===== src/rtl/bfd_pkg.sv =====
// ----------------------------------------------------------------------------
// bfd_pkg
// shared types, constants and register map of the box filter downsampler
// ----------------------------------------------------------------------------
`default_nettype none

package bfd_pkg;

  // parameter defaults
  localparam int unsigned MAX_WIDTH_DEF  = 4096;
  localparam int unsigned MAX_FACTOR_DEF = 8;
  localparam int unsigned CHANNELS_DEF   = 4;

  // fixed field widths
  localparam int unsigned PIX_W     = 8;
  localparam int unsigned NUM_LANES = 4;
  localparam int unsigned DIM_W     = 13;
  localparam int unsigned FACTOR_W  = 4;
  localparam int unsigned ROW_W     = 12;

  localparam int unsigned HEIGHT_LIMIT = 4096;

  // apb register port
  localparam int unsigned APB_ADDR_W = 4;
  localparam int unsigned APB_DATA_W = 32;

  // register indexes
  localparam logic [1:0] REG_IMAGE_WIDTH  = 2'd0;
  localparam logic [1:0] REG_IMAGE_HEIGHT = 2'd1;
  localparam logic [1:0] REG_BLOCK_FACTOR = 2'd2;

  // register reset values
  localparam logic [DIM_W-1:0]    IMAGE_WIDTH_RST  = 13'd640;
  localparam logic [DIM_W-1:0]    IMAGE_HEIGHT_RST = 13'd480;
  localparam logic [FACTOR_W-1:0] BLOCK_FACTOR_RST = 4'd2;

  typedef struct packed {
    logic [PIX_W-1:0] in_red;
    logic [PIX_W-1:0] in_green;
    logic [PIX_W-1:0] in_blue;
    logic [PIX_W-1:0] in_alpha;
  } bfd_in_t;

  typedef struct packed {
    logic [PIX_W-1:0] out_red;
    logic [PIX_W-1:0] out_green;
    logic [PIX_W-1:0] out_blue;
    logic [PIX_W-1:0] out_alpha;
    logic             end_of_line;
    logic             end_of_frame;
  } bfd_out_t;

  // configuration after clamping to legal ranges
  typedef struct packed {
    logic [DIM_W-1:0]    width;
    logic [DIM_W-1:0]    height;
    logic [FACTOR_W-1:0] factor;
  } bfd_cfg_t;

  typedef enum logic [1:0] {
    ST_IDLE,
    ST_ACC,
    ST_DIV,
    ST_HOLD
  } bfd_state_e;

  typedef struct packed {
    logic accept;
    logic accumulate;
    logic div_step;
    logic load_out;
  } bfd_cmd_t;

  typedef struct packed {
    logic emit;
    logic div_last;
    logic out_free;
  } bfd_status_t;

endpackage

`default_nettype wire


===== src/rtl/bfd_ctrl.sv =====
// ----------------------------------------------------------------------------
// bfd_ctrl
// sequencer: accept, accumulate, divide, hand result to output register
// ----------------------------------------------------------------------------
`default_nettype none

module bfd_ctrl (
  input  logic                 clk_i,
  input  logic                 rst_ni,
  input  logic                 in_valid_i,
  output logic                 in_ready_o,
  input  bfd_pkg::bfd_status_t status_i,
  output bfd_pkg::bfd_cmd_t    cmd_o
);
  import bfd_pkg::*;

  bfd_state_e state_q, state_d;

  always_ff @(posedge clk_i or negedge rst_ni) begin
    if (!rst_ni) begin
      state_q <= ST_IDLE;
    end else begin
      state_q <= state_d;
    end
  end

  always_comb begin
    state_d    = state_q;
    cmd_o      = '0;
    in_ready_o = 1'b0;
    unique case (state_q)
      ST_IDLE: begin
        in_ready_o   = 1'b1;
        cmd_o.accept = in_valid_i;
        if (in_valid_i) begin
          state_d = ST_ACC;
        end
      end
      ST_ACC: begin
        cmd_o.accumulate = 1'b1;
        state_d = status_i.emit ? ST_DIV : ST_IDLE;
      end
      ST_DIV: begin
        cmd_o.div_step = 1'b1;
        if (status_i.div_last) begin
          state_d = ST_HOLD;
        end
      end
      ST_HOLD: begin
        if (status_i.out_free) begin
          cmd_o.load_out = 1'b1;
          state_d = ST_IDLE;
        end
      end
      default: state_d = ST_IDLE;
    endcase
  end

endmodule

`default_nettype wire


===== config.mk =====
export PLATFORM = sky130hd
export DESIGN_NAME = bfd_ctrl
export DESIGN_NICKNAME = d
export VERILOG_FILES = /design/src/rtl/bfd_pkg.sv /design/src/rtl/bfd_ctrl.sv
export SDC_FILE = /design/constraint.sdc
export NUM_CORES = 1
export LEC_CHECK = 0
export BUFFER_PORTS_ARGS = -buffer_cell sky130_fd_sc_hd__buf_2
export CAP_MARGIN = 20
export CELL_PAD_IN_SITES_DETAIL_PLACEMENT = 0
export CELL_PAD_IN_SITES_GLOBAL_PLACEMENT = 2
export CORE_AREA = 5 5 42 44
export CTS_CLUSTER_DIAMETER = 100
export DETAILED_ROUTE_END_ITERATION = 10
export DIE_AREA = 0 0 47 49
export GPL_ROUTABILITY_DRIVEN = 0
export PLACE_DENSITY = 0.56
export SLEW_MARGIN = 30
export SYNTH_ARGS = -nofsm -noshare
export SYNTH_HDL_FRONTEND = slang
export SYNTH_SLANG_ARGS = --single-unit

===== constraint.sdc =====
create_clock -name clk_i -period 1.35 [get_ports clk_i]
set_clock_uncertainty 0.15 [all_clocks]
set_input_delay 0.135 -clock clk_i [delete_from_list [all_inputs] [get_ports clk_i]]
set_output_delay 0.135 -clock clk_i [all_outputs]
set_load 0.05 [all_outputs]

==> results of run 1 <==
## power by group
part	switching (mW)	internal, mW
Sequential	0.0716	0.0959
Combinational	0.315	0.215
Clock	0.0315	0.0978
## worst min path at each step
| stage | from | to | slack, ns | cells past startpoint |
|---|---|---|---|---|
| global placement | rst_ni | async pin | -0.23 | 1 |
| global route | status_i[2] | register | 0.01 | 2 |
| detailed placement | rst_ni | async pin | -0.23 | 1 |
| finish | status_i[2] | register | 0.01 | 2 |
| floorplan | rst_ni | async pin | -0.31 | 0 |
| CTS | status_i[2] | register | 0.001 | 2 |
## kinds of logic after synthesis
group                  count (synthesis)  synth area share, %
multiplexers                           1                 8.33
AO/OA/AOI/OAI                          2                 13.5
buffers and inverters                  1                 3.12
flip-flops                             2                 41.7
AND/OR/NAND/NOR                        6                 33.3
## per-layer routing
layer  GRT usage, %  up-vias  routed length (um)
met1           5.95       60                 199
met2           3.85       11                 163
met4           4.15        0                   0
met3           4.80        0                  86
li1               -       72                   -
met5              0        -                   0
## what timing repair did
action / CTS / global route
endpoints found under the setup margin: 5 / 5
endpoints found under the hold margin: 2 / 0
pin swaps: 2 / 2
resized for setup: 8 / 3
buffers inserted: 0 / 1
hold buffers: 1 / 0
## final cells by class
class                           count  area (um2)
Inverter                            1        3.75
Clock buffer                        3        22.5
Fill cell                         166        1130
Multi-Input combinational cell      9        78.8
Timing Repair Buffer               12        96.3
Tap cell                           16        20.0
Sequential cell                     2        52.6
## synthesized netlist by cell type
library cell / count / area [um2]
dfrtp_1: 2 / 50.1
nor2_2: 1 / 6.26
a22o_1: 1 / 8.76
nor2b_1: 1 / 6.26
nor2b_2: 1 / 8.76
inv_1: 1 / 3.75
a21o_1: 1 / 7.51
nand2_1: 1 / 3.75
and3_1: 1 / 6.26
mux2i_1: 1 / 10.0
and2_4: 1 / 8.76
## cell usage in the layout (no fill, tap or decap), drive strengths merged
cell,n
nor2,1
and3,1
dfrtp,2
inv,1
clkbuf,3
and2,1
dlygate4sd3,1
nor2b,2
a21o,1
nand2,1
a22o,1
buf,11
mux2i,1
==> results_dict.tcl, run 1 <==
set metrics [dict create \
    run_status "finished with violations" \
    violations "negative setup slack" \
    synth.yosys.warnings 0 \
    overflow 0 \
    postRouteWirelength_um 449 \
    pre_cts_ws_ns 0.0667 \
    port_buffers 10 \
    finalMaxSlewViolations 0 \
    fin_nets 35 \
    synth_cell_types 11 \
    ant_nets 0 \
    rows 14 \
    crit_path_end_kind "output pin" \
    max-cap-violations 0 \
    clock-root-buffer "clkbuf_4" \
    cp.arrival_ns 1.11 \
    hold_ws_ns 0.0130 \
    clk_latency_ns 0.22 \
    setup_violations 2 \
    startpoint_type "register" \
    peakVddDrop_uv 886 \
    drc 0 \
    io-pin-count 11 \
    power_mw 0.827 \
    seq_area_frac_synth_pct 41.7 \
    dp_cells 38 \
    fmax_ghz 0.718 \
    utilization_pct 19.6 \
    antenna_found_initial 0 \
    diodes 0 \
    finalNonFillerCells 43 \
    path_clk_slew_ns 0.03 \
    grt_max_degree 7 \
    r2r_cells 4 \
    cts_tree "yes" \
    core_area_um2 1400 \
    rsz0062_at_grt "true" \
    crit_family "flip-flops" \
    crit_type "register to output pin" \
    path_depth 3 \
    critPathBufInv 1 \
    fin_crit_sh_pct 103 \
    cts_max_path_buffers 2 \
    wl_per_cell_um 10.4 \
    slowest_delay_ns 0.45 \
    min_period_ns 1.39 \
    critPathMaxFanout 6 \
    required_ns 1.07 \
    crit_path_cell_trace "nor2_4, and2_4, buf_8" \
    cts-buffers-inserted 3 \
    leakage_nw 0.142 \
    syn2layout_area_growth_pct 128 \
    hold_class "primary input to register" \
    syn_area_um2 120 \
    tightest_slew_ns 0.255 \
    slowest_stage "dfrtp_2" \
    h-tree-depth 1 \
    syn_inst 12 \
    power_density_nw_per_um2 3020 \
    crit_end "cmd_o[3]" \
    viasPerCell 3.33 \
    hold_violations 0 \
    dieArea_um2 2300 \
    dpl_cell_area_um2 203 \
    syn_area_per_cell_um2 10.0 \
    vias 143 \
    drive_above_1_share_pct 74.1 \
    grt_usage_pct 4.65 \
    grt_pass1_vias 168 \
    syn-num-nets 18 \
    setup_slack_ns -0.0429 \
    grt_pass1_wl_um 690 \
    finalSetupTns_ns -0.0593 \
    synth-seq-cells 2 \
    drtIter0Drc 1 \
    r2r_end "state_q[0]$_DFFE_PN0P_" \
    cts_num_sinks 2 \
    die_x_um 47 \
    finalInstanceArea_um2 274 \
    start_util_pct 8.57 \
    maxSlewHeadroom_pct 83.1 \
    firstDrtPassIters 2 \
    r2r_slack_ns 0.16 \
    chipHeight_um 49 \
]
Note: power is estimated with default switching activity, not from simulation.
==> run 2: changes to the inputs <==
- CTS_BUF_LIST: not set -> sky130_fd_sc_hd__clkbuf_16
==> run 2 against run 1 <==
Net effect:
- the run still ends with negative setup slack left
- via count is 7.0% higher
- worst setup slack gained 0.026 ns
- critical path depth is the same
- final cell count up 4.7%
- utilization is 4.0 points higher
==> results_dict.tcl, run 2 (synthesis results as in run 1) <==
set metrics [dict create \
    cp.arrival_ns 1.08 \
    cts_num_sinks 2 \
    cts_tree "yes" \
    drtIter0Drc 1 \
    fin_crit_sh_pct 101 \
    drc 0 \
    power_mw 1.15 \
    core_area_um2 1400 \
    port_buffers 10 \
    overflow 0 \
    finalMaxSlewViolations 0 \
    leakage_nw 0.173 \
    die_x_um 47 \
    tightest_slew_ns 0.255 \
    required_ns 1.07 \
    power_density_nw_per_um2 3470 \
    grt_pass1_wl_um 731 \
    wl_per_cell_um 10.3 \
    hold_violations 0 \
    run_status "finished with violations" \
    max-cap-violations 0 \
    fin_nets 37 \
    syn2layout_area_growth_pct 175 \
    viasPerCell 3.40 \
    startpoint_type "register" \
    maxSlewHeadroom_pct 83.1 \
    cts-buffers-inserted 3 \
    vias 153 \
    min_period_ns 1.37 \
    setup_violations 1 \
    firstDrtPassIters 2 \
    layout_common_cells "6 x buf_2, 6 x buf_4, 3 x clkbuf_16" \
    io-pin-count 11 \
    clock-root-buffer "clkbuf_16" \
    start_util_pct 8.57 \
    utilization_pct 23.6 \
    critPathMaxFanout 6 \
    hold_class "primary input to register" \
    h-tree-depth 1 \
    grt_usage_pct 4.93 \
    setup_slack_ns -0.0169 \
    drive_above_1_share_pct 75.9 \
    grt_pass1_vias 173 \
    cts_max_path_buffers 2 \
    chipHeight_um 49 \
    postRouteWirelength_um 464 \
    path_clk_slew_ns 0.03 \
    diodes 0 \
    crit_type "register to output pin" \
    dieArea_um2 2300 \
    ant_nets 0 \
    violations "negative setup slack" \
    peakVddDrop_uv 1060 \
    antenna_found_initial 0 \
    crit_path_end_kind "output pin" \
    rows 14 \
    rsz0062_at_grt "true" \
    grt_max_degree 7 \
    clk_latency_ns 0.22 \
    fmax_ghz 0.732 \
]
run 2: cell types whose count changed in the layout (fill, tap and decap cells not counted), sizes merged:
| cell | previous run | this run |
|---|---|---|
| buf | 11 | 13 |
run 2: path summary, 6_finish.rpt:
kind | from | to | slack [ns] | cells past startpoint
max | state_q[0]$_DFFE_PN0P_ | cmd_o[3] | -0.02 | 3
max in group asynchronous | rst_ni | state_q[0]$_DFFE_PN0P_ | 0.85 | 2
min in group asynchronous | rst_ni | async pin | 0.09 | 2
min | status_i[2] | register | 0.01 | 2
max reg2reg | state_q[0]$_DFFE_PN0P_ | state_q[0]$_DFFE_PN0P_ | 0.20 | 3
min reg2reg | state_q[0]$_DFFE_PN0P_ | register | 0.53 | 2
run 2: repair_timing:
action                                  CTS  global route
setup buffers                             1             2
endpoints found under the hold margin     2             0
gates resized for setup                   7             2
endpoints found under the setup margin    5             4
pin swaps                                 0             2
hold buffers                              1             0
run 2: routing by layer:
layer  share of wire [%]  global-route usage (%)  up-vias
met4                   0                    4.15        0
met2                  37                    4.30       11
met1                  44                    6.39       67
li1                    -                       -       75
met3                  19                    4.80        0
met5                   0                       0        -
run 2: cell type report:
type,instances,area (um2)
flip-flops and latches,2,52.6
multi-input cells,9,78.8
repair buffers,14,100
fillers,165,1070
clock buffers,3,75.1
well taps,16,20.0
inverters,1,3.75
run 2: worst max-delay path, cell delays in order (launching register included):
cell     delay, ns
dfrtp_2       0.44
nor2_4        0.13
and2_4        0.16
buf_8         0.14
run 2: through the flow:
step,hold WS (ns),worst slack [ns],cell area (um2),std cells,setup TNS [ns]
4_1_cts,0.0118,-0.0265,313,43,-0.0288
3_5_place_dp,-0.226,0.0667,203,38,0
3_3_place_gp,-0.225,0.0675,203,38,0
5_1_grt,0.0225,-0.0509,330,45,-0.0771
6_report,0.0140,-0.0169,330,45,-0.0169
2_1_floorplan,-0.311,-0.0300,133,12,-0.0331
run 2: where the power goes:
part           internal, mW  leakage (nW)  switching [mW]
logic                 0.226         0.113           0.322
clock network         0.376        0.0370          0.0635
registers            0.0959        0.0222          0.0645
==> run 3: changes to the inputs <==
--- a/config.mk
+++ b/config.mk
@@ -17,4 +17,5 @@
 export GPL_ROUTABILITY_DRIVEN = 0
 export PLACE_DENSITY = 0.56
+export SKIP_CTS_REPAIR_TIMING = 1
 export SLEW_MARGIN = 30
 export SYNTH_ARGS = -nofsm -noshare
==> constraint.sdc (replaced) <==
create_clock -name clk_i -period 1.35 [get_ports clk_i]
set_clock_uncertainty 0.15 [all_clocks]
set_input_delay 0.0675 -clock clk_i [delete_from_list [all_inputs] [get_ports clk_i]]
set_output_delay 0.0675 -clock clk_i [all_outputs]
set_load 0.05 [all_outputs]
==> run 3 against run 2 <==
Net effect:
- the run now ends clean
- highest routed layer is now met4
- final cell count fell by 4.4%
- critical endpoint unchanged
- via count fell by 8.5%
- routed wire length fell by 12%
==> results_dict.tcl, run 3 (synthesis results as in run 1) <==
set metrics [dict create \
    maxSlewHeadroom_pct 82.7 \
    diodes 0 \
    grt_usage_pct 4.51 \
    die_x_um 47 \
    drtIter0Drc 0 \
    required_ns 1.13 \
    finalSetupTns_ns 0 \
    pre_cts_ws_ns 0.152 \
    cts_tree "yes" \
    reg2reg_from "state_q[0]$_DFFE_PN0P_" \
    cts_num_sinks 2 \
    finalMaxSlewViolations 0 \
    clk_latency_ns 0.22 \
    startpoint_type "register" \
    postRouteWirelength_um 408 \
    grt_pass1_vias 143 \
    slowest_stage "dfrtp_2" \
    overflow 0 \
    peakVddDrop_uv 763 \
    path_clk_slew_ns 0.03 \
    firstDrtPassIters 1 \
    r2r_cells 2 \
    power_frac_comb_pct 43.2 \
    r2r_slack_ns 0.25 \
    crit_type "register to output pin" \
    final_common_cell "buf_2" \
    chipHeight_um 49 \
    dpl_cell_area_um2 195 \
    finalNonFillerCells 43 \
    crit_path_cell_trace "nor2_4, and2_4, buf_8" \
    cellInternalPower_mw 0.627 \
    utilization_pct 21.8 \
    run_status "finished clean" \
    hold_violations 0 \
    dieArea_um2 2300 \
    slowest_delay_ns 0.44 \
    hpwl_um 325 \
    rows 14 \
    hold_class "primary input to register" \
    setup_violations 0 \
    cts_max_path_buffers 2 \
    grt_pass1_wl_um 648 \
    io-pin-count 11 \
    grt_max_degree 7 \
    switching_power_mw 0.422 \
    fin_crit_sh_pct 96.4 \
    hold_start "status_i[0]" \
    fmax_ghz 0.768 \
    h-tree-depth 1 \
    drive_above_1_share_pct 66.7 \
    max-cap-violations 0 \
    critPathMaxFanout 6 \
    cts-buffers-inserted 3 \
    leakage_nw 0.157 \
    cp.arrival_ns 1.08 \
    hold_ws_ns 0.0138 \
    power_mw 1.05 \
    vias 140 \
    rsz0062_at_grt "false" \
    syn2layout_area_growth_pct 154 \
    tightest_slew_ns 0.261 \
    viasPerCell 3.26 \
    drc 0 \
    setup_slack_ns 0.0486 \
    antenna_found_initial 0 \
    ant_nets 0 \
    min_period_ns 1.30 \
    dp_cells 38 \
    core_area_um2 1400 \
    seqPwrFrac_pct 14.8 \
    start_util_pct 8.57 \
    clock-root-buffer "clkbuf_16" \
    switching_share_pct 40.2 \
    power_density_nw_per_um2 3440 \
    layout_common_cells "8 x buf_2, 3 x clkbuf_16, 2 x dfrtp_2, 2 x dlygate4sd3_1" \
    port_buffers 10 \
    finalInstanceArea_um2 305 \
    whs_path_depth 3 \
    clock_power_share_pct 42.0 \
    multi_input_area_um2 71.3 \
    fin_nets 35 \
    seq_area_um2 52.6 \
    wl_per_cell_um 9.49 \
    crit_path_end_kind "output pin" \
    fillerInstances 161 \
]
## run 3: final cells by class
cell class / instances / share of cell area (%)
Clock buffer: 3 / 24.6
Tap cell: 16 / 6.56
Timing Repair Buffer: 12 / 27.0
Inverter: 1 / 1.23
Sequential cell: 2 / 17.2
Multi-Input combinational cell: 9 / 23.4
## run 3: worst max path at each step
stage	startpoint	to
after floorplan	state_q[0]$_DFFE_PN0P_	register
after global placement	register	cmd_o[3]
after detailed placement	register	cmd_o[3]
after CTS	register	cmd_o[3]
after global routing	state_q[0]$_DFFE_PN0P_	cmd_o[3]
final	state_q[0]$_DFFE_PN0P_	cmd_o[3]
## run 3: power by group through the flow
stage | registers (mW) | logic, mW | clock network, mW
2_1_floorplan | 0.140 | 0.339 | 0
3_3_place_gp | 0.146 | 0.417 | 0
3_5_place_dp | 0.150 | 0.423 | 0
4_1_cts | 0.149 | 0.423 | 0.450
5_1_grt | 0.165 | 0.476 | 0.453
6_report | 0.155 | 0.454 | 0.440
## run 3: routing by layer
layer  part of all wire, %  track usage, %  vias to the layer above
met3                    22            4.43                        2
met5                     0               0                        -
met2                    29            3.39                       11
li1                      -               -                       72
met1                    48            5.49                       55
met4                   1.5            5.53                        0
## run 3: critical path, delay by kind of cell (launching register included)
kind          cells  cell delay [ns]
flops             1             0.44
simple gates      2             0.29
buf+inv           1             0.14
