<file path="config.mk">
export PLATFORM = sky130hd
export DESIGN_NAME = bfd_regs
export DESIGN_NICKNAME = d
export VERILOG_FILES = /design/src/rtl/bfd_pkg.sv /design/src/rtl/bfd_regs.sv
export SDC_FILE = /design/constraint.sdc
export NUM_CORES = 1
export LEC_CHECK = 0
export ABC_AREA = 0
export BUFFER_PORTS_ARGS = -buffer_cell sky130_fd_sc_hd__buf_2
export CAP_MARGIN = 40
export CORE_MARGIN = 4
export CORE_UTILIZATION = 30
export CTS_CLUSTER_SIZE = 40
export DETAILED_ROUTE_END_ITERATION = 7
export SETUP_SLACK_MARGIN = 0.5
export SLEW_MARGIN = 20
export SYNTH_ARGS = -nofsm -noshare
export SYNTH_HDL_FRONTEND = slang
export SYNTH_SLANG_ARGS = --single-unit
</file>
<file path="constraint.sdc">
create_clock -name clk_i -period 1.2 [get_ports clk_i]
set_input_delay 0.06 -clock clk_i [delete_from_list [all_inputs] [get_ports clk_i]]
set_output_delay 0.06 -clock clk_i [all_outputs]
set_load 0.01 [all_outputs]
</file>
<file path="src/rtl/bfd_pkg.sv">
// ----------------------------------------------------------------------------
// bfd_pkg
// shared types, constants and register map of the box filter downsampler
// ----------------------------------------------------------------------------
`default_nettype none

package bfd_pkg;

  // parameter defaults
  localparam int unsigned MAX_WIDTH_DEF  = 4096;
  localparam int unsigned MAX_FACTOR_DEF = 8;
  localparam int unsigned CHANNELS_DEF   = 4;

  // fixed field widths
  localparam int unsigned PIX_W     = 8;
  localparam int unsigned NUM_LANES = 4;
  localparam int unsigned DIM_W     = 13;
  localparam int unsigned FACTOR_W  = 4;
  localparam int unsigned ROW_W     = 12;

  localparam int unsigned HEIGHT_LIMIT = 4096;

  // apb register port
  localparam int unsigned APB_ADDR_W = 4;
  localparam int unsigned APB_DATA_W = 32;

  // register indexes
  localparam logic [1:0] REG_IMAGE_WIDTH  = 2'd0;
  localparam logic [1:0] REG_IMAGE_HEIGHT = 2'd1;
  localparam logic [1:0] REG_BLOCK_FACTOR = 2'd2;

  // register reset values
  localparam logic [DIM_W-1:0]    IMAGE_WIDTH_RST  = 13'd640;
  localparam logic [DIM_W-1:0]    IMAGE_HEIGHT_RST = 13'd480;
  localparam logic [FACTOR_W-1:0] BLOCK_FACTOR_RST = 4'd2;

  typedef struct packed {
    logic [PIX_W-1:0] in_red;
    logic [PIX_W-1:0] in_green;
    logic [PIX_W-1:0] in_blue;
    logic [PIX_W-1:0] in_alpha;
  } bfd_in_t;

  typedef struct packed {
    logic [PIX_W-1:0] out_red;
    logic [PIX_W-1:0] out_green;
    logic [PIX_W-1:0] out_blue;
    logic [PIX_W-1:0] out_alpha;
    logic             end_of_line;
    logic             end_of_frame;
  } bfd_out_t;

  // configuration after clamping to legal ranges
  typedef struct packed {
    logic [DIM_W-1:0]    width;
    logic [DIM_W-1:0]    height;
    logic [FACTOR_W-1:0] factor;
  } bfd_cfg_t;

  typedef enum logic [1:0] {
    ST_IDLE,
    ST_ACC,
    ST_DIV,
    ST_HOLD
  } bfd_state_e;

  typedef struct packed {
    logic accept;
    logic accumulate;
    logic div_step;
    logic load_out;
  } bfd_cmd_t;

  typedef struct packed {
    logic emit;
    logic div_last;
    logic out_free;
  } bfd_status_t;

endpackage

`default_nettype wire

</file>
<file path="src/rtl/bfd_regs.sv">
// ----------------------------------------------------------------------------
// bfd_regs
// apb configuration registers with range clamping
// ----------------------------------------------------------------------------
`default_nettype none

module bfd_regs #(
  parameter int unsigned MAX_WIDTH  = bfd_pkg::MAX_WIDTH_DEF,
  parameter int unsigned MAX_FACTOR = bfd_pkg::MAX_FACTOR_DEF
) (
  input  logic                              clk_i,
  input  logic                              rst_ni,
  input  logic                              psel_i,
  input  logic                              penable_i,
  input  logic                              pwrite_i,
  input  logic [bfd_pkg::APB_ADDR_W-1:0]    paddr_i,
  input  logic [bfd_pkg::APB_DATA_W-1:0]    pwdata_i,
  output logic [bfd_pkg::APB_DATA_W-1:0]    prdata_o,
  output logic                              pready_o,
  output bfd_pkg::bfd_cfg_t                 cfg_o
);
  import bfd_pkg::*;

  localparam int unsigned DimW1    = DIM_W + 1;
  localparam int unsigned FactorW1 = FACTOR_W + 1;
  localparam logic [DIM_W:0]    WidthLim  = DimW1'(MAX_WIDTH);
  localparam logic [DIM_W:0]    HeightLim = DimW1'(HEIGHT_LIMIT);
  localparam logic [FACTOR_W:0] FactorLim = FactorW1'(MAX_FACTOR);

  logic [DIM_W-1:0]    width_q, height_q;
  logic [FACTOR_W-1:0] factor_q;
  logic [1:0]          idx;
  logic                wr_en;

  assign pready_o = 1'b1;
  assign idx      = paddr_i[APB_ADDR_W-1:2];
  assign wr_en    = psel_i & penable_i & pwrite_i & pready_o;

  always_ff @(posedge clk_i or negedge rst_ni) begin
    if (!rst_ni) begin
      width_q  <= IMAGE_WIDTH_RST;
      height_q <= IMAGE_HEIGHT_RST;
      factor_q <= BLOCK_FACTOR_RST;
    end else if (wr_en) begin
      unique case (idx)
        REG_IMAGE_WIDTH:  width_q  <= pwdata_i[DIM_W-1:0];
        REG_IMAGE_HEIGHT: height_q <= pwdata_i[DIM_W-1:0];
        REG_BLOCK_FACTOR: factor_q <= pwdata_i[FACTOR_W-1:0];
        default: ;
      endcase
    end
  end

  always_comb begin
    unique case (idx)
      REG_IMAGE_WIDTH:  prdata_o = APB_DATA_W'(width_q);
      REG_IMAGE_HEIGHT: prdata_o = APB_DATA_W'(height_q);
      REG_BLOCK_FACTOR: prdata_o = APB_DATA_W'(factor_q);
      default:          prdata_o = '0;
    endcase
  end

  // zero counts as one, large values saturate
  always_comb begin
    if (width_q == '0) begin
      cfg_o.width = DIM_W'(1);
    end else if ({1'b0, width_q} > WidthLim) begin
      cfg_o.width = WidthLim[DIM_W-1:0];
    end else begin
      cfg_o.width = width_q;
    end
    if (height_q == '0) begin
      cfg_o.height = DIM_W'(1);
    end else if ({1'b0, height_q} > HeightLim) begin
      cfg_o.height = HeightLim[DIM_W-1:0];
    end else begin
      cfg_o.height = height_q;
    end
    if (factor_q == '0) begin
      cfg_o.factor = FACTOR_W'(1);
    end else if ({1'b0, factor_q} > FactorLim) begin
      cfg_o.factor = FactorLim[FACTOR_W-1:0];
    end else begin
      cfg_o.factor = factor_q;
    end
  end

endmodule

`default_nettype wire

</file>
==> results of run 1 <==
[cell usage after synthesis (all sizes together), types with 2 or more instances]
| master | number |
|---|---|
| nor4 | 4 |
| conb | 2 |
| dfrtp | 23 |
| nand2 | 4 |
| nor2b | 25 |
| mux2 | 30 |
| buf | 25 |
| clkbuf | 6 |
| o21ai | 4 |
| a31oi | 2 |
| nor3 | 3 |
| dfstp | 7 |
| nor2 | 14 |
| mux2i | 13 |
[placed cells by master, fill, tap and decap left out, types with 2 or more instances in the layout]
cell type / instances
nor3_1: 2
bufinv_16: 2
buf_4: 11
clkbuf_8: 6
buf_2: 34
nor2b_1: 3
buf_6: 55
nor2b_4: 22
nor4_4: 2
buf_8: 3
dfstp_2: 7
mux2i_1: 11
nor4_2: 2
conb_1: 20
dfrtp_2: 3
mux2_2: 2
nor2_1: 14
o21ai_1: 3
dfrtp_1: 20
nand2_1: 4
a31oi_1: 2
mux2_4: 28
[through the flow]
step	total power [mW]	cell area (sq um)	util
floorplan	2.58	2030	-
global placement	3.26	2450	0.432
detailed placement	3.28	2450	0.432
CTS	5.09	3010	0.531
global route	5.68	3200	0.563
finish	5.39	3200	0.563
[cell families after synthesis]
logic type	synth area share
simple gates	0.158
mux	0.280
buf+inv	0.118
flops	0.421
compound gates	0.0180
other cells	0.00417
[routing by layer]
layer	track usage	wire length (microns)	share of wire	vias to the layer above
met2	0.246	2690	0.50	60
met5	0	0	0	-
met3	0.0509	362	0.068	7
met4	0.0460	57	0.011	0
met1	0.184	2230	0.42	737
li1	-	-	-	713
[critical path, delay by kind of cell (launching register included)]
kind	cells	cell delay [ns]
AO/OA/AOI/OAI	1	0.14
flip-flops	1	0.42
buffers and inverters	1	0.13
AND/OR/NAND/NOR	2	0.40
[flip-flops by register name, summed over array words and instances (netlist names)]
| signal | flops |
|---|---|
| factor_q | 4 |
| height_q | 13 |
| width_q | 13 |
[power breakdown]
group | internal, mW | total (mW) | leakage, nW | switching (mW)
Clock | 0.886 | 1.30 | 0.0714 | 0.419
Combinational | 1.57 | 2.49 | 1.17 | 0.923
Sequential | 1.30 | 1.59 | 0.352 | 0.298
Total | 3.75 | 5.39 | 1.60 | 1.64
[worst paths after layout]
check                                       startpoint                        to
worst max-delay path            width_q[6]$_DFFE_PN0P_                 cfg_o[17]
worst min-delay path                      pwdata_i[11]  height_q[11]$_DFFE_PN0P_
worst max register to register  width_q[6]$_DFFE_PN0P_    width_q[6]$_DFFE_PN0P_
worst min register to register  width_q[0]$_DFFE_PN0P_    width_q[0]$_DFFE_PN0P_
max in group asynchronous                       rst_ni   height_q[7]$_DFFE_PN1P_
min in group asynchronous                       rst_ni   width_q[11]$_DFFE_PN0P_
[final cells by class]
cell class | instances | share of cell area
multi-input combinational | 122 | 0.383
sequential | 30 | 0.239
tap | 72 | 0.0282
clock inverter | 2 | 0.0188
timing repair buffer | 106 | 0.305
clock buffer | 6 | 0.0258
[repair_timing]
| item | in CTS | in global routing |
|---|---|---|
| setup endpoints to repair | 73 | 74 |
| buffers inserted | 3 | 5 |
| pin swaps | 9 | 5 |
| endpoints found under the hold margin | 23 | 0 |
| hold buffers | 1 | 0 |
| resized for setup | 78 | 30 |
| gates cloned | 1 | 0 |
==> summary.md, run 1 <==
| Metric | Value |
|---|---|
| Yosys Warn Count | 0 |
| Nets | about 310 |
| DR vias | approximately 1500 |
| DIE HEIGHT | roughly 86 microns |
| Min-Delay Path Class | input pin to flip-flop |
| CORE AREA | approximately 5700 sq um |
| Post-route ant nets | 0 |
| Crit end category | output port |
| Worst hold path depth | 2 |
| Hold WS | approximately 0.016 ns |
| CTS tree | done |
| Yosys top cell area share | 0.319 |
| Die area | between 7000 and 8000 sq um |
| Crit path max fanout | 2 |
| Drt drc | 0 |
| Avg WL per Cell | about 16 microns |
| Max VDD drop | 0.792 mV |
| Clock Latency Late Sink | between 0.2 and 0.3 ns |
| Final wirelength | ~5300 microns |
| Largest net degree at the start of global routing | 31 |
| Placed insts | 320 |
| Initial core utilization | 0.318 |
| Drt pass-1 iters | 4 |
| Highest Clock Rate | 695 MHz |
| Ys flop type | dfrtp_1 |
| Mapped Avg Cell Area | around 11 sq um |
| Yosys cell types | 20 |
| Max incr delay on CP | between 0.4 and 0.5 ns |
| Worst EP required | ~1.1 ns |
| Crit path DAT | 1.38 ns |
| CP Class | flip-flop to output port |
| Pins Over Slew Limit | 0 |
| Syn Std Cell Area | between 1500 and 2000 sq um |
| Setup crit start kind | flip-flop |
| Yosys reg bits | 30 |
| Share of cells above drive strength 1 | 0.699 |
| # diodes | 0 |
| Grt ovf | 0 |
| Fin crit share | 1.20 |
| Sequential share of the synthesized area | 0.421 |
| First-pass GRT wire length | 8380 microns |
| Max Cap Viol | 0 |
| TritonCTS Sinks | 30 |
| Area growth from synthesis to layout | 77.2% |
| Mapped Cells | about 170 |
| Synth top area cells | dfrtp_1 (32%), mux2_2 (12%), dfstp_2 (10%) |
| CTS Buffer Depth | 2 |
| Final Skew | 0 ns |
| Setup slack at placement | -0.0606 ns |
| Number of synthesized flops with an enable pin | 0 |
| H-Tree Level Count | 2 |
| P_leak | 1.60 nW |
| Vias in the first global route | 1567 |
| CP max-delay cell | dfrtp_1 |
| Yosys top cell by area | dfrtp_1 |
| Cell chain of the critical path | nor4_4, a31oi_1, nor2_1, buf_2 |
| Initial antenna violation count | 0 |
| Multi-input logic area | approximately 1200 sq um |
| Setup WS post-layout | -0.239 ns |
| R2r setup slk | ~0.17 ns |
| # port buffers | slightly above 60 |
| Failing checks | setup timing |
| Status | finished with violations |
| Worst Reg-to-Reg Cells | 3 |
| Final min period | ~1.4 ns |
| GRT Util Overall | 0.149 |
| Sum of negative setup slack | -1.66 ns |
| Cell Rows | 27 |
| Hold Fails Final Rpt | 0 |
| Reg clk slew, reported paths | approximately 0.07 ns |
| CTS Buf Count | 5 |
| Ports | around 100 |
| Reg area | between 700 and 800 sq um |
| RSZ-0062 raised after global routing | true |
| Final std cells w/o fill | 338 |
| Vias per inst | ~4.5 |
| Post-DP HPWL | ~3700 microns |
| GPL Wtd Cong | around 0.73 |
| Fillers | between 400 and 500 |
| Die X | ~86 microns |
| Pwr per Cell Area | 1690 nW/um^2 |
| DRT iter0 DRCs | between 50 and 60 |
| Synth async-reset ratio | 1.00 |
| Clk Tree Root Cell | clkbuf_8 |
| Final setup viols | 26 |
Note: power is estimated with default switching activity, not from simulation.
==> inputs of run 2 (changes only) <==
--- a/config.mk
+++ b/config.mk
@@ -9,9 +9,11 @@
 export BUFFER_PORTS_ARGS = -buffer_cell sky130_fd_sc_hd__buf_2
 export CAP_MARGIN = 40
 export CORE_MARGIN = 4
-export CORE_UTILIZATION = 30
+export CORE_UTILIZATION = 44
 export CTS_CLUSTER_SIZE = 40
 export DETAILED_ROUTE_END_ITERATION = 7
+export GPL_ROUTABILITY_DRIVEN = 1
+export PLACE_DENSITY = 0.8
 export SETUP_SLACK_MARGIN = 0.5
 export SLEW_MARGIN = 20
 export SYNTH_ARGS = -nofsm -noshare
==> run 2 against run 1 <==
The run still ends with setup timing left; final area fell by 3.6%; setup slack got worse by 0.15 ns; final cell count fell by 8.3%; non-clock buffer count fell by 6; core utilization rose by 21 points; first-iteration DRC count rose by 96%; register-to-register slack got worse by 0.03 ns; critical path type unchanged.
==> summary.md, run 2 (synthesis gave the netlist of run 1 again) <==
| Metric | Value |
|---|---|
| Status | finished with violations |
| Failing checks | setup timing |
| Max VDD drop | roughly 1.0 mV |
| GPL Wtd Cong | 0.789 |
| GRT Util Overall | 0.234 |
| Min-Delay Path Class | input pin to flip-flop |
| Clock Latency Late Sink | 0.30 ns |
| Worst EP required | 1.14 ns |
| Pins Over Slew Limit | 0 |
| Cell chain of the critical path | nor4_4, a31oi_1, nor2_1, buf_2 |
| Drt drc | 0 |
| Post-route ant nets | 0 |
| Reg clk slew, reported paths | about 0.070 ns |
| Placed Area | ~2400 sq um |
| Area growth from synthesis to layout | 70.9% |
| Hold WS | approximately 0.012 ns |
| H-Tree Level Count | 2 |
| CORE AREA | ~4000 sq um |
| Pwr per Cell Area | about 1600 nW/um^2 |
| Sum of negative setup slack | -2.28 ns |
| CTS tree | done |
| Clk Tree Root Cell | clkbuf_8 |
| Die area | a little over 5000 sq um |
| Highest Clock Rate | roughly 630 MHz |
| Routed length on met3 | 500 microns |
| # diodes | 0 |
| Hold Fails Final Rpt | 0 |
| Most common cell after layout, fill and taps aside | buf_6 |
| Vias in the first global route | ~1700 |
| Initial core utilization | 0.454 |
| Final min period | between 1.5 and 2 ns |
| Fin crit share | 1.32 |
| Die X | 72.0 microns |
| Commonest cells after routing, fill and taps aside | buf_6 (51), buf_2 (35), mux2_4 (26), conb_1 (20), dfrtp_1 (20) |
| Met2 wire length | roughly 3300 microns |
| Initial antenna violation count | 0 |
| Crit end category | output port |
| Grt ovf | 0 |
| Crit path max-delay family | simple AND/OR/NAND/NOR gates |
| Setup slack at placement | -0.0545 ns |
| DRT iter0 DRCs | 100 |
| Ports | between 100 and 150 |
| P_leak | between 1.5 and 2 nW |
| TritonCTS Sinks | 30 |
| Largest net degree at the start of global routing | 31 |
| Vias per inst | a little over 5 |
| Avg WL per Cell | about 20 microns |
| Max incr delay on CP | roughly 0.42 ns |
| Post-Route M1 WL | about 2300 microns |
| Final setup viols | 28 |
| CTS Buffer Depth | 2 |
| DIE HEIGHT | between 70 and 80 microns |
| CP max-delay cell | dfrtp_1 |
| Final Skew | 0 ns |
| First-pass GRT wire length | roughly 9100 microns |
| Max Cap Viol | 0 |
| Cell Rows | 23 |
| Setup WS post-layout | -0.389 ns |
| RSZ-0062 raised after global routing | true |
| Share of cells above drive strength 1 | 0.681 |
| Crit path DAT | about 1.5 ns |
| Post-DP HPWL | approximately 3300 microns |
| CP Class | flip-flop to output port |
| Crit path max fanout | 2 |
| Fillers | about 240 |
| DR vias | approximately 1600 |
| Design area | around 3000 sq um |
| Overall power | between 5 and 6 mW |
| CP bufs+invs | 1 |
| Highest routed layer | met4 |
| Setup crit start kind | flip-flop |
| CTS Buf Count | 5 |
| # port buffers | 62 |
| Drt pass-1 iters | 4 |
| Nets | 300 |
| Final wirelength | between 6000 and 7000 microns |
| Regs by FF count | height_q: 13 flops, width_q: 13 flops, factor_q: 4 flops |
==> run 2: what timing repair did <==
item / in CTS / in global routing
setup endpoints to repair: 73 / 73
pin swaps: 5 / 5
cloned: 3 / 0
setup buffers: 5 / 4
hold buffers: 1 / 0
resized for setup: 72 / 30
hold endpoints to repair: 30 / 0
==> run 2: final timing paths <==
kind	startpoint	to	slack, ns	cells past startpoint
max	height_q[9]$_DFFE_PN0P_	cfg_o[4]	-0.39	4
min in group asynchronous	rst_ni	factor_q[3]$_DFFE_PN0P_	0.24	3
max reg2reg	width_q[3]$_DFFE_PN0P_	width_q[3]$_DFFE_PN0P_	0.14	3
min reg2reg	factor_q[0]$_DFFE_PN0P_	factor_q[0]$_DFFE_PN0P_	0.57	1
min	pwdata_i[8]	width_q[8]$_DFFE_PN0P_	0.01	2
max in group asynchronous	rst_ni	height_q[8]$_DFFE_PN1P_	0.71	3
==> run 2: layer usage <==
layer / track usage / up-vias
met5: 0 / -
met4: 0.0981 / 0
met3: 0.0762 / 18
met2: 0.396 / 78
met1: 0.272 / 794
li1: - / 702
==> run 2: power breakdown <==
group          internal (mW)  total (mW)  switching [mW]  leakage, nW
registers               1.30        1.62           0.328        0.352
clock network          0.462       0.883           0.421       0.0482
logic                   1.51        2.50           0.982         1.14
total                   3.27        5.00            1.73         1.54
==> run 2: cell type report <==
cell class,instances,area (sq um),share of cell area
well taps,50,62.6,0.0203
flip-flops and latches,30,763,0.248
clock inverters,1,5.00,0.00162
repair buffers,100,960,0.311
clock buffers,7,86.3,0.0280
multi-input cells,122,1200,0.391
==> run 2: worst register-to-register path, stage by stage (launching register included) <==
cell,delay (ns)
dfrtp_1,0.43
buf_6,0.14
buf_6,0.12
mux2_4,0.26
==> run 2: stage by stage <==
stage / util / cells
2_1_floorplan: - / 183
3_3_place_gp: 0.600 / 289
5_1_grt: 0.776 / 310
4_1_cts: 0.735 / 306
6_report: 0.776 / 310
3_5_place_dp: 0.600 / 289
